--- config.mk ---
export PLATFORM = sky130hd
export DESIGN_NAME = record_table_with_compaction_top
export DESIGN_NICKNAME = d
export VERILOG_FILES = /design/src/rtl/rtc_pkg.sv /design/src/rtl/rtc_front.sv /design/src/rtl/rtc_back.sv /design/src/rtl/record_table_with_compaction_top.sv
export SDC_FILE = /design/constraint.sdc
export NUM_CORES = 2
export LEC_CHECK = 0
export BUFFER_PORTS_ARGS = -buffer_cell sky130_fd_sc_hd__buf_2
export CAP_MARGIN = 20
export CORE_AREA = 8 8 303 599
export DETAILED_ROUTE_END_ITERATION = 8
export DIE_AREA = 0 0 311 607
export GPL_TIMING_DRIVEN = 0
export MAX_ROUTING_LAYER = met4
export PLACE_DENSITY = 0.71
export SKIP_CTS_REPAIR_TIMING = 1
export SYNTH_ARGS = -nofsm -noshare
export SYNTH_HDL_FRONTEND = slang
export SYNTH_SLANG_ARGS = --single-unit
export TNS_END_PERCENT = 50
--- constraint.sdc ---
create_clock -name clock -period 6.07 [get_ports clock]
set_input_delay 0.607 -clock clock [delete_from_list [all_inputs] [get_ports clock]]
set_output_delay 0.607 -clock clock [all_outputs]
set_load 0.03 [all_outputs]
--- src/rtl/rtc_pkg.sv ---
`timescale 1ns / 1ps

package rtc_pkg;

   localparam int TABLE_SLOTS = 64;
   localparam int IDX_W       = $clog2(TABLE_SLOTS);
   localparam int CNT_W       = $clog2(TABLE_SLOTS + 1);
   localparam int CNT_OUT_W   = 7;
   localparam int HALF_W      = 16;
   localparam int REC_W       = 2 * HALF_W;
   localparam int REQ_DATA_W  = 48;
   localparam int RSP_DATA_W  = 40;
   localparam int KIND_W      = 3;

   localparam logic [HALF_W-1:0] EMPTY_HALF = 16'hFFFF;
   localparam logic [REC_W-1:0]  EMPTY_REC  = {EMPTY_HALF, EMPTY_HALF};

   typedef enum logic [KIND_W-1:0] {
      KIND_WRITE       = 3'd0,
      KIND_READ        = 3'd1,
      KIND_DELETE      = 3'd2,
      KIND_DEL_COMPACT = 3'd3,
      KIND_COMPACT     = 3'd4,
      KIND_CLEAR       = 3'd5
   } kind_type;

   typedef enum logic [2:0] {
      CMD_NOP,
      CMD_WRITE,
      CMD_READ,
      CMD_DELETE,
      CMD_DEL_COMPACT,
      CMD_COMPACT,
      CMD_CLEAR
   } cmd_op_type;

   typedef struct packed {
      cmd_op_type       op;
      logic [IDX_W-1:0] idx;
      logic [REC_W-1:0] rec;
   } cmd_type;

   typedef enum logic [1:0] {
      ST_IDLE,
      ST_SWEEP,
      ST_DONE
   } state_type;

endpackage

--- src/rtl/rtc_front.sv ---
`timescale 1ns / 1ps

module rtc_front (
   input  logic                             clock,
   input  logic                             reset,
   input  logic                             req_tvalid,
   output logic                             req_tready,
   input  logic [rtc_pkg::REQ_DATA_W-1:0]   req_tdata,
   input  logic [rtc_pkg::KIND_W-1:0]       req_tuser,
   output logic                             cmd_valid,
   output rtc_pkg::cmd_type                 cmd,
   input  logic                             cmd_pop
);
   import rtc_pkg::*;

   cmd_type    entry_ff [2];
   logic       wr_ptr_ff;
   logic       wr_ptr_in;
   logic       rd_ptr_ff;
   logic       rd_ptr_in;
   logic [1:0] fill_ff;
   logic [1:0] fill_in;
   logic       push;
   logic       pop;
   logic       in_range;
   logic [HALF_W-1:0] entry_index;
   cmd_type    cls;

   assign entry_index = req_tdata[HALF_W-1:0];
   assign in_range    = entry_index < HALF_W'(TABLE_SLOTS);

   // classify the transfer into a back-end command
   always_comb begin
      cls.idx = entry_index[IDX_W-1:0];
      cls.rec = req_tdata[3*HALF_W-1:HALF_W];
      cls.op  = CMD_NOP;
      unique case (kind_type'(req_tuser))
         KIND_WRITE:       cls.op = in_range ? CMD_WRITE : CMD_NOP;
         KIND_READ:        cls.op = in_range ? CMD_READ : CMD_NOP;
         KIND_DELETE:      cls.op = in_range ? CMD_DELETE : CMD_NOP;
         KIND_DEL_COMPACT: cls.op = in_range ? CMD_DEL_COMPACT : CMD_NOP;
         KIND_COMPACT:     cls.op = CMD_COMPACT;
         KIND_CLEAR:       cls.op = CMD_CLEAR;
         default:          cls.op = CMD_NOP;
      endcase
   end

   assign req_tready = (fill_ff != 2'd2);
   assign cmd_valid  = (fill_ff != 2'd0);
   assign cmd        = entry_ff[rd_ptr_ff];
   assign push       = req_tvalid & req_tready;
   assign pop        = cmd_pop & cmd_valid;

   always_comb begin
      wr_ptr_in = push ? ~wr_ptr_ff : wr_ptr_ff;
      rd_ptr_in = pop ? ~rd_ptr_ff : rd_ptr_ff;
      unique case ({push, pop})
         2'b10:   fill_in = fill_ff + 2'd1;
         2'b01:   fill_in = fill_ff - 2'd1;
         default: fill_in = fill_ff;
      endcase
   end

   always_ff @(posedge clock) begin
      if (reset) begin
         wr_ptr_ff <= 1'b0;
         rd_ptr_ff <= 1'b0;
         fill_ff   <= 2'd0;
      end else begin
         wr_ptr_ff <= wr_ptr_in;
         rd_ptr_ff <= rd_ptr_in;
         fill_ff   <= fill_in;
      end
   end

   always_ff @(posedge clock) begin
      if (push) begin
         entry_ff[wr_ptr_ff] <= cls;
      end
   end

endmodule

--- src/rtl/rtc_back.sv ---
`timescale 1ns / 1ps

module rtc_back (
   input  logic                             clock,
   input  logic                             reset,
   input  logic                             cmd_valid,
   input  rtc_pkg::cmd_type                 cmd,
   output logic                             cmd_pop,
   output logic                             rsp_tvalid,
   input  logic                             rsp_tready,
   output logic [rtc_pkg::RSP_DATA_W-1:0]   rsp_tdata,
   output logic [0:0]                       rsp_tuser
);
   import rtc_pkg::*;

   logic [REC_W-1:0] record_mem [TABLE_SLOTS];
   logic [REC_W-1:0] mem_q_ff;

   state_type        state_ff;
   state_type        state_in;
   logic [TABLE_SLOTS-1:0] occ_ff;
   logic [TABLE_SLOTS-1:0] occ_in;
   logic [CNT_W-1:0] count_ff;
   logic [CNT_W-1:0] count_in;
   logic [IDX_W-1:0] src_ff;
   logic [IDX_W-1:0] src_in;
   logic [IDX_W-1:0] dst_ff;
   logic [IDX_W-1:0] dst_in;
   logic             pend_ff;
   logic             pend_in;
   logic [IDX_W-1:0] pend_dst_ff;
   logic [IDX_W-1:0] pend_dst_in;
   logic             res_read_ff;
   logic             res_read_in;
   logic             res_hit_ff;
   logic             res_hit_in;
   logic             rsp_valid_ff;
   logic             rsp_valid_in;
   logic [RSP_DATA_W-1:0] rsp_data_ff;
   logic [RSP_DATA_W-1:0] rsp_data_in;
   logic             rsp_empty_ff;
   logic             rsp_empty_in;

   logic             rd_en;
   logic [IDX_W-1:0] rd_addr;
   logic             wr_en;
   logic [IDX_W-1:0] wr_addr;
   logic [REC_W-1:0] wr_data;
   logic             new_occ;
   logic [REC_W-1:0] res_rec;

   assign new_occ = (cmd.rec != EMPTY_REC);

   always_comb begin
      state_in     = state_ff;
      occ_in       = occ_ff;
      count_in     = count_ff;
      src_in       = src_ff;
      dst_in       = dst_ff;
      pend_in      = 1'b0;
      pend_dst_in  = pend_dst_ff;
      res_read_in  = res_read_ff;
      res_hit_in   = res_hit_ff;
      rsp_valid_in = rsp_valid_ff & ~rsp_tready;
      rsp_data_in  = rsp_data_ff;
      rsp_empty_in = rsp_empty_ff;
      cmd_pop      = 1'b0;
      rd_en        = 1'b0;
      rd_addr      = cmd.idx;
      wr_en        = 1'b0;
      wr_addr      = cmd.idx;
      wr_data      = cmd.rec;
      res_rec      = '0;

      // deferred move of the last record picked up by the sweep
      if (pend_ff) begin
         wr_en   = 1'b1;
         wr_addr = pend_dst_ff;
         wr_data = mem_q_ff;
      end

      unique case (state_ff)
         ST_IDLE: begin
            if (cmd_valid) begin
               cmd_pop     = 1'b1;
               res_read_in = 1'b0;
               res_hit_in  = 1'b0;
               src_in      = '0;
               dst_in      = '0;
               state_in    = ST_DONE;
               unique case (cmd.op)
                  CMD_WRITE: begin
                     wr_en            = new_occ;
                     occ_in[cmd.idx]  = new_occ;
                     count_in         = count_ff - CNT_W'(occ_ff[cmd.idx])
                                        + CNT_W'(new_occ);
                  end
                  CMD_READ: begin
                     rd_en       = 1'b1;
                     res_read_in = 1'b1;
                     res_hit_in  = occ_ff[cmd.idx];
                  end
                  CMD_DELETE: begin
                     occ_in[cmd.idx] = 1'b0;
                     count_in        = count_ff - CNT_W'(occ_ff[cmd.idx]);
                  end
                  CMD_DEL_COMPACT: begin
                     if (occ_ff[cmd.idx]) begin
                        occ_in[cmd.idx] = 1'b0;
                        count_in        = count_ff - CNT_W'(1);
                        state_in        = ST_SWEEP;
                     end
                  end
                  CMD_COMPACT: begin
                     state_in = ST_SWEEP;
                  end
                  CMD_CLEAR: begin
                     occ_in   = '0;
                     count_in = '0;
                  end
                  CMD_NOP: begin
                  end
                  default: begin
                  end
               endcase
            end
         end
         ST_SWEEP: begin
            if (occ_ff[src_ff]) begin
               dst_in = dst_ff + IDX_W'(1);
               if (src_ff != dst_ff) begin
                  rd_en          = 1'b1;
                  rd_addr        = src_ff;
                  occ_in[dst_ff] = 1'b1;
                  occ_in[src_ff] = 1'b0;
                  pend_in        = 1'b1;
                  pend_dst_in    = dst_ff;
               end
            end
            if (src_ff == IDX_W'(TABLE_SLOTS - 1)) begin
               state_in = ST_DONE;
            end else begin
               src_in = src_ff + IDX_W'(1);
            end
         end
         ST_DONE: begin
            if (!rsp_valid_ff || rsp_tready) begin
               if (res_read_ff) begin
                  res_rec = res_hit_ff ? mem_q_ff : EMPTY_REC;
               end
               rsp_valid_in = 1'b1;
               rsp_data_in  = {1'b0, CNT_OUT_W'(count_ff), res_rec};
               rsp_empty_in = res_read_ff & ~res_hit_ff;
               state_in     = ST_IDLE;
            end
         end
         default: begin
            state_in = ST_IDLE;
         end
      endcase
   end

   always_ff @(posedge clock) begin
      if (reset) begin
         state_ff     <= ST_IDLE;
         occ_ff       <= '0;
         count_ff     <= '0;
         pend_ff      <= 1'b0;
         rsp_valid_ff <= 1'b0;
      end else begin
         state_ff     <= state_in;
         occ_ff       <= occ_in;
         count_ff     <= count_in;
         pend_ff      <= pend_in;
         rsp_valid_ff <= rsp_valid_in;
      end
   end

   always_ff @(posedge clock) begin
      src_ff       <= src_in;
      dst_ff       <= dst_in;
      pend_dst_ff  <= pend_dst_in;
      res_read_ff  <= res_read_in;
      res_hit_ff   <= res_hit_in;
      rsp_data_ff  <= rsp_data_in;
      rsp_empty_ff <= rsp_empty_in;
   end

   // record memory, one write and one registered read port
   always_ff @(posedge clock) begin
      if (wr_en) begin
         record_mem[wr_addr] <= wr_data;
      end
      if (rd_en) begin
         mem_q_ff <= record_mem[rd_addr];
      end
   end

   assign rsp_tvalid   = rsp_valid_ff;
   assign rsp_tdata    = rsp_data_ff;
   assign rsp_tuser[0] = rsp_empty_ff;

endmodule

--- src/rtl/record_table_with_compaction_top.sv ---
`timescale 1ns / 1ps

// channel   dir  handshake              payload
// req       in   req_tvalid/req_tready  tdata: entry_index, first_value, second_value
//                                       tuser: kind
// rsp       out  rsp_tvalid/rsp_tready  tdata: read_first, read_second, occupied_count
//                                       tuser: slot_empty
//
// write, read, delete, clear, unused kinds and a delete-and-compact that removes nothing
// go from the command queue through ST_IDLE and ST_DONE into the result register
// compact and a delete-and-compact that removes a record also pass through ST_SWEEP:
// the sweep reads one slot per cycle through the single read port of the record memory
// reset clears the per-slot occupancy flags at once, so no clearing pass follows it
// a 2-deep command queue and the result register let either side stall on its own

module record_table_with_compaction_top (
   input  logic                             clock,
   input  logic                             reset,
   input  logic                             req_tvalid,
   output logic                             req_tready,
   input  logic [rtc_pkg::REQ_DATA_W-1:0]   req_tdata,  // entry_index, first_value, second_value
   input  logic [rtc_pkg::KIND_W-1:0]       req_tuser,  // kind
   output logic                             rsp_tvalid,
   input  logic                             rsp_tready,
   output logic [rtc_pkg::RSP_DATA_W-1:0]   rsp_tdata,  // read_first, read_second, occupied_count, pad
   output logic [0:0]                       rsp_tuser   // slot_empty
);
   import rtc_pkg::*;

   logic    cmd_valid;
   cmd_type cmd;
   logic    cmd_pop;

   rtc_front u_front (
      .clock      (clock),
      .reset      (reset),
      .req_tvalid (req_tvalid),
      .req_tready (req_tready),
      .req_tdata  (req_tdata),
      .req_tuser  (req_tuser),
      .cmd_valid  (cmd_valid),
      .cmd        (cmd),
      .cmd_pop    (cmd_pop)
   );

   rtc_back u_back (
      .clock      (clock),
      .reset      (reset),
      .cmd_valid  (cmd_valid),
      .cmd        (cmd),
      .cmd_pop    (cmd_pop),
      .rsp_tvalid (rsp_tvalid),
      .rsp_tready (rsp_tready),
      .rsp_tdata  (rsp_tdata),
      .rsp_tuser  (rsp_tuser)
   );

`ifndef SYNTH
   a_empty_flag_matches_data: assert property (@(posedge clock) disable iff (reset)
      rsp_tvalid |-> (rsp_tuser[0] == (rsp_tdata[REC_W-1:0] == EMPTY_REC)))
      else $error("slot_empty disagrees with read data");

   a_ready_after_reset: assert property (@(posedge clock)
      reset |=> req_tready)
      else $error("request side not ready after reset");

   a_no_result_after_reset: assert property (@(posedge clock)
      reset |=> !rsp_tvalid)
      else $error("result transfer offered right after reset");

   a_pop_only_when_valid: assert property (@(posedge clock) disable iff (reset)
      cmd_pop |-> cmd_valid)
      else $error("command taken from an empty queue");
`endif

endmodule

; ---- Word level (Yosys, flattened, before mapping)
; Memory sizes are Yosys's and may differ from the RTL's. A register that Yosys moved wholly into a read port is not among the register bits.
; Index checks and enable logic that the tools add are counted.
[totals]
latch_bits = 0
output_inout_bits = 43
regBits = 139
mem_bits_ro = 0
memories = 2
mem_bits_rw = 2130
inputBits = 55
[classes]
muxes = 61
reduce_logical = 20
shifts = 0
n_lt_le_gt_ge = 7
addsub = 7
mul = 0
div_mod_pow = 0
eq_ne = 28
n_bitwise = 14
[mem_list]
columns = memory, depth, width, rd, rd_ports_with_merged_regs, wr, line
row1 = u_back.record_mem, 64, 32, 1, 1, 1, rtc_back.sv:16  ; logic [REC_W-1:0] record_mem [TABLE_SLOTS];
row2 = u_front.entry_ff, 2, 41, 1, 1, 1, rtc_front.sv:16  ; cmd_type entry_ff [2];
[op_table]
columns = op, count
row1 = 64-bit 2-to-1 mux, 4
row2 = 64-bit one-hot mux with 4 select lines, 1
row3 = 64-bit bitwise AND, 2
row4 = 64-bit NOT, 2
row5 = 64-bit one-hot mux with 2 select lines, 1
row6 = 64-bit bitwise mux, 1
row7 = 32-bit 2-to-1 mux, 2
row8 = 64-bit OR, 1
row9 = 6-bit 2-to-1 mux, 7
row10 = "32-bit != test, second input constant", 1
row11 = 7-bit one-hot mux with 4 select lines, 1
row12 = 1-bit 2-to-1 mux, 24
row13 = 6-bit one-hot mux with 2 select lines, 2
row14 = "6-bit by 7-bit < comparator with 1-bit output, second input constant", 3
row15 = 1-bit demux with 6-bit select, 3
row16 = "6-bit by 1-bit >= comparator with 1-bit output, second input constant", 3
row17 = 3-bit one-hot mux with 6 select lines, 1
row18 = "16-bit by 7-bit < comparator with 1-bit output, second input constant", 1
row19 = "3-bit equality test, second input constant", 5
row20 = "6-bit by 1-bit adder with 6-bit output, second input constant", 2
row21 = 1-bit binary-select mux with 6-bit select, 2
row22 = "3-bit by 2-bit equality test with 1-bit output, second input constant", 4
row23 = 2-bit 2-to-1 mux, 6
row24 = 3-bit AND reduction, 4
row25 = other kinds (32), 54

; ---- Depth between registers and ports, before layout
[depth]
word_depth = 10
mapped_depth = 20
ltp_nobuf = 18

; ---- Hierarchy
; From an unflattened synthesis, not the netlist that was laid out.
[hier_totals]
hier_cells = 6999
hier_area_um2 = 95547.9
[modules_own_cells]
columns = mod, area_per_inst_um2, instances, cells_per_inst
row1 = rtc_back, 92274.7, 1, 6833
row2 = rtc_front, 3273.1, 1, 166

; ---- Worst setup path before layout
; No wires, ideal clock.
[synth_timing]
path_kind = register to register
from = register (tool-made name)
to = memory u_back.record_mem[0][10] in the netlist's numbering, data pin
synth_period_minus_slack_ps = 5113
required_time_ps = 5368
stages_incl_launch_ff = 8
path_slack_ps = 957
n_path_buf = 5
arrival_ps = 4411
cell_sequence = dfxtp_1 buf_6 buf_4 buf_2 clkbuf_1 clkbuf_1 mux2i_1 o21ai_0
[synth_rtl]
columns = element, line
row1 = end: declaration, rtc_back.sv:16

; ---- Worst setup path in the final report
[layout_timing]
from = register u_back.src_ff[0]
to = register u_back.mem_q_ff[3], read port of u_back.record_mem, data pin
[layout_between]
elab_chain_len = 4
elab_cells_between_ends = 9
classes_between = 1 x eq/ne / 8 x mux
[layout_lines]
columns = element, line
row1 = start: declaration, rtc_back.sv:25  ; logic [IDX_W-1:0] src_ff;
row2 = start signal: assignment, rtc_back.sv:180  ; src_ff <= src_in;
row3 = 1-bit binary-select mux with 6-bit select / 6-bit != test (equally long branches), "rtc_back.sv:129, rtc_back.sv:131"
row4 = "1-bit 2-to-1 mux (implied by the code), or another cell as far along", rtc_back.sv:129  ; if (occ_ff[src_ff]) begin
row5 = 1-bit 2-to-1 mux / 6-bit 2-to-1 mux (equally long branches), rtc_back.sv:129
row6 = 1-bit one-hot mux with 2 select lines / 6-bit 2-to-1 mux (equally long branches), rtc_back.sv:82  ; unique case (state_ff)
row7 = end: declaration, rtc_back.sv:17  ; logic [REC_W-1:0] mem_q_ff;
; Parallel ways exist; a longest one is shown, timed or not. The select of a mux whose other input is x is not followed.
; A chain may end at the register's enable or synchronous reset.

==> results.md <==
- Reg2Reg Depth: 16
- Placed Instances: 9728
- GP Congestion: 1.03
- Initial antenna violation count: 14
- Async S/R FF share, synth: 0%
- Synth top cells by count: edfxtp_1, nand2_1, nand3_1
- Finished Cell Area: 109000 um2
- Drt pass-1 iters: 9
- Setup slack at placement: -0.344 ns
- Vias in the first global route: 64000
- Die X: 311 um
- Count of final hold-check violations: 0
- Post-synth top flop: edfxtp_1
- Clk_skew: 0.0847 ns
- Wire per inst: 36.0 um
- Hpwl dp: 256000 um
- # nets final: 7737
- Worst skew pair latency: 0.90 ns
- Ports: 98
- Worst slew pin tran: 1.34 ns
- Critical Path Start Type: register
- CP arrival: 6.99 ns
- Slew margin rel.: 10.8%
- Clk buf depth: 4
- # fillers: 12600
- Number of port buffers: 95
- Post-synth top area cell: edfxtp_1
- Seq/Total Area, Yosys: 72.0%
- Failing checks: design-rule violations, negative setup slack
- Yosys top cell area share: 70.3%
- Worst Path Required: 6.73 ns
- Initial Util: 54.6%
- Cell count after synthesis: 7179
- Largest net degree at the start of global routing: 38
- FMAX: 0.158 GHz
- Hold EP: u_front.entry_ff[0][32]$_DFFE_PP_
- Fin. max-slew vios: 0
- Leakage: 36.6 nW
- Worst setup EP type: register
- Final setup fails: 19
- Htree depth: 4
- Net count after synthesis: 7242
- Root buffer cell: clkbuf_16
- Power density over the cells: 466 nW/um2
- DRC: 4
- Final cell count without fillers: 10100
- FF-to-FF Start: u_back.src_ff[0]$_SDFFCE_PN0P_
- Hold path cells: 1
- RSZ-0062 raised after global routing: yes
- Clk slew on worst S/H paths: 0.08 ns
- Die height: 607 um
- Final setup margin: -0.263 ns
- Clk sinks: 2302
- Global-route wire length before repair: 495000 um
- DRT Wirelength: 365000 um
- Core area: 174000 um2
- Part of the cycle the worst path needs: 104%
- Area contributors post-synth: edfxtp_1, nand2_1, mux2i_1
- Placed cell area: 102000 um2
- Synth-to-layout area growth: 15.3%
- Die area: 189000 um2
- Cell variety after synth: 80
- Layout cells sized above 1: 12.5%
- Post-synth EDFFs: 2222
- CTS tree: done
- DR vias: 69800
- Max-Cap Viols: 0
- Post-Route Utilization: 63.0%
- Outcome: finished with violations
- Flops & latches, synth: 2302
- Syn avg cell area: 13.2 um2
- Remaining Overflow, GRT: 0
- RR Endpoint: u_back.mem_q_ff[3]$_DFFE_PP_
- Ys Warns: 0
- Tot Pwr: 51.0 mW
- Most frequent cell after synthesis: edfxtp_1
- Vias per inst: 6.89
- Crit path max fanout: 14
- HP Start: req_tdata[0]
- CTS Buf Count: 198
- Worst R2R Setup Slack: -0.26 ns
- Routed Antenna Nets: 0
- Cell row count: 217
- Total GRT Usage: 38.5%
- Type of the worst min-delay path: in -> reg
- Mapped Area: 94900 um2
- Worst vdd ir: 0.395 mV
- Minimum clock period: 6.33 ns
- Critical path class: reg -> reg
- Initial DRC count: 13900
-- power breakdown --
group,internal (mW),switching [mW]
Sequential,19.3,0.258
Clock,7.36,5.82
Combinational,4.50,13.8
Total,31.1,19.9
-- placed cells by master, fill, tap and decap left out, types with 29 or more instances in the layout --
cell type and instances:
a211o_1 64, a211oi_1 41, a21boi_0 33, a21oi_1 317
a221o_1 32, a221oi_1 51, a311oi_1 149, a31oi_1 47
and3_1 38, buf_1 29, buf_12 103, buf_2 287
buf_4 50, bufinv_16 29, clkbuf_1 228, clkbuf_16 202
clkinv_2 32, dfxtp_1 80, dlygate4sd3_1 32, edfxtp_1 2222
inv_1 47, mux2i_1 366, nand2_1 1608, nand3_1 591
nand4_1 50, nor2_1 226, nor2_4 65, nor3_1 51
nor4_1 35, o21ai_0 78, o221ai_1 49, o22ai_1 175
-- area by class of cell --
| type | instances | area (um2) | share of cell area, % |
|---|---|---|---|
| diodes | 14 | 35.0 | 0.0320 |
| plain buffers | 468 | 2290 | 2.10 |
| clock buffers | 242 | 5230 | 4.78 |
| clock inverters | 111 | 1320 | 1.21 |
| inverters | 48 | 180 | 0.165 |
| multi-input cells | 4360 | 25100 | 23.0 |
| flip-flops and latches | 2302 | 68300 | 62.4 |
| well taps | 2299 | 2880 | 2.63 |
| repair buffers | 296 | 4020 | 3.67 |
-- sequential cells by signal, summed over array words and instances, names as in the netlist, 2 cells and up, named ones only --
signal / cells
u_back.record_mem: 2048
u_front.entry_ff: 82
u_back.occ_ff: 64
u_back.rsp_tdata: 39
u_back.mem_q_ff: 32
u_back.count_ff: 7
u_back.dst_ff: 6
u_back.pend_dst_ff: 6
u_back.src_ff: 6
u_back.state_ff: 2
u_front.fill_ff: 2
-- critical path, cell delays in order, from the launching register on --
cell,delay [ns]
edfxtp_1,0.40
buf_4,0.23
buf_2,0.37
xnor2_1,0.17
nand4_1,0.11
nor3_1,0.77
or2_1,0.20
buf_4,0.16
mux2_4,0.38
buf_6,0.17
buf_4,0.27
nor2_1,0.18
clkbuf_1,0.83
nand3_1,0.42
o2111ai_1,0.72
o32ai_4,0.44
and3_1,0.30
-- metal layers --
metal | vias to the layer above | global-route usage, % | routed length, um
li1 | 28100 | - | -
met1 | 33700 | 44.7 | 116000
met2 | 6409 | 54.9 | 155000
met3 | 1593 | 12.7 | 54300
met4 | 0 | 30.3 | 39400
met5 | - | - | 0
-- worst max-delay path by stage --
stage | from | endpoint | slack (ns) | cells past startpoint
5_1_grt | u_back.src_ff[5]$_SDFFCE_PN0P_ | u_back.mem_q_ff[3]$_DFFE_PP_ | -0.04 | 18
3_3_place_gp | register | u_back.record_mem[6][16]$_DFFE_PP_ | -5.05 | 7
6_report | u_back.src_ff[0]$_SDFFCE_PN0P_ | u_back.mem_q_ff[3]$_DFFE_PP_ | -0.26 | 16
2_1_floorplan | register | u_back.record_mem[0][10]$_DFFE_PP_ | 0.96 | 7
3_5_place_dp | u_back.src_ff[0]$_SDFFCE_PN0P_ | u_back.mem_q_ff[30]$_DFFE_PP_ | -0.34 | 17
4_1_cts | u_back.src_ff[0]$_SDFFCE_PN0P_ | u_back.mem_q_ff[30]$_DFFE_PP_ | -0.33 | 17
-- kinds of logic (layout without fill, tap and decap cells) --
logic type	count (synthesis)	count (layout)	synth area share [%]
muxes	389	389	4.18
adders and majority gates	8	8	0.105
and+or+nand+nor	2749	2749	12.3
AOI/OAI and AO/OA	1186	1186	8.54
other	1	15	0.00395
xor gates and xnor gates	27	27	0.249
buffers and inverters	517	1165	2.59
DFF	2302	2302	72.0
-- through the flow --
stage / TNS [ns] / hold WS [ns]
2_1_floorplan: 0 / 0.406
3_3_place_gp: - / 0.430
3_5_place_dp: -1.08 / 0.426
4_1_cts: -0.852 / -0.103
5_1_grt: -0.0442 / 0.0429
6_report: -1.97 / 0.0497
Power figures use the tool's default switching activity.
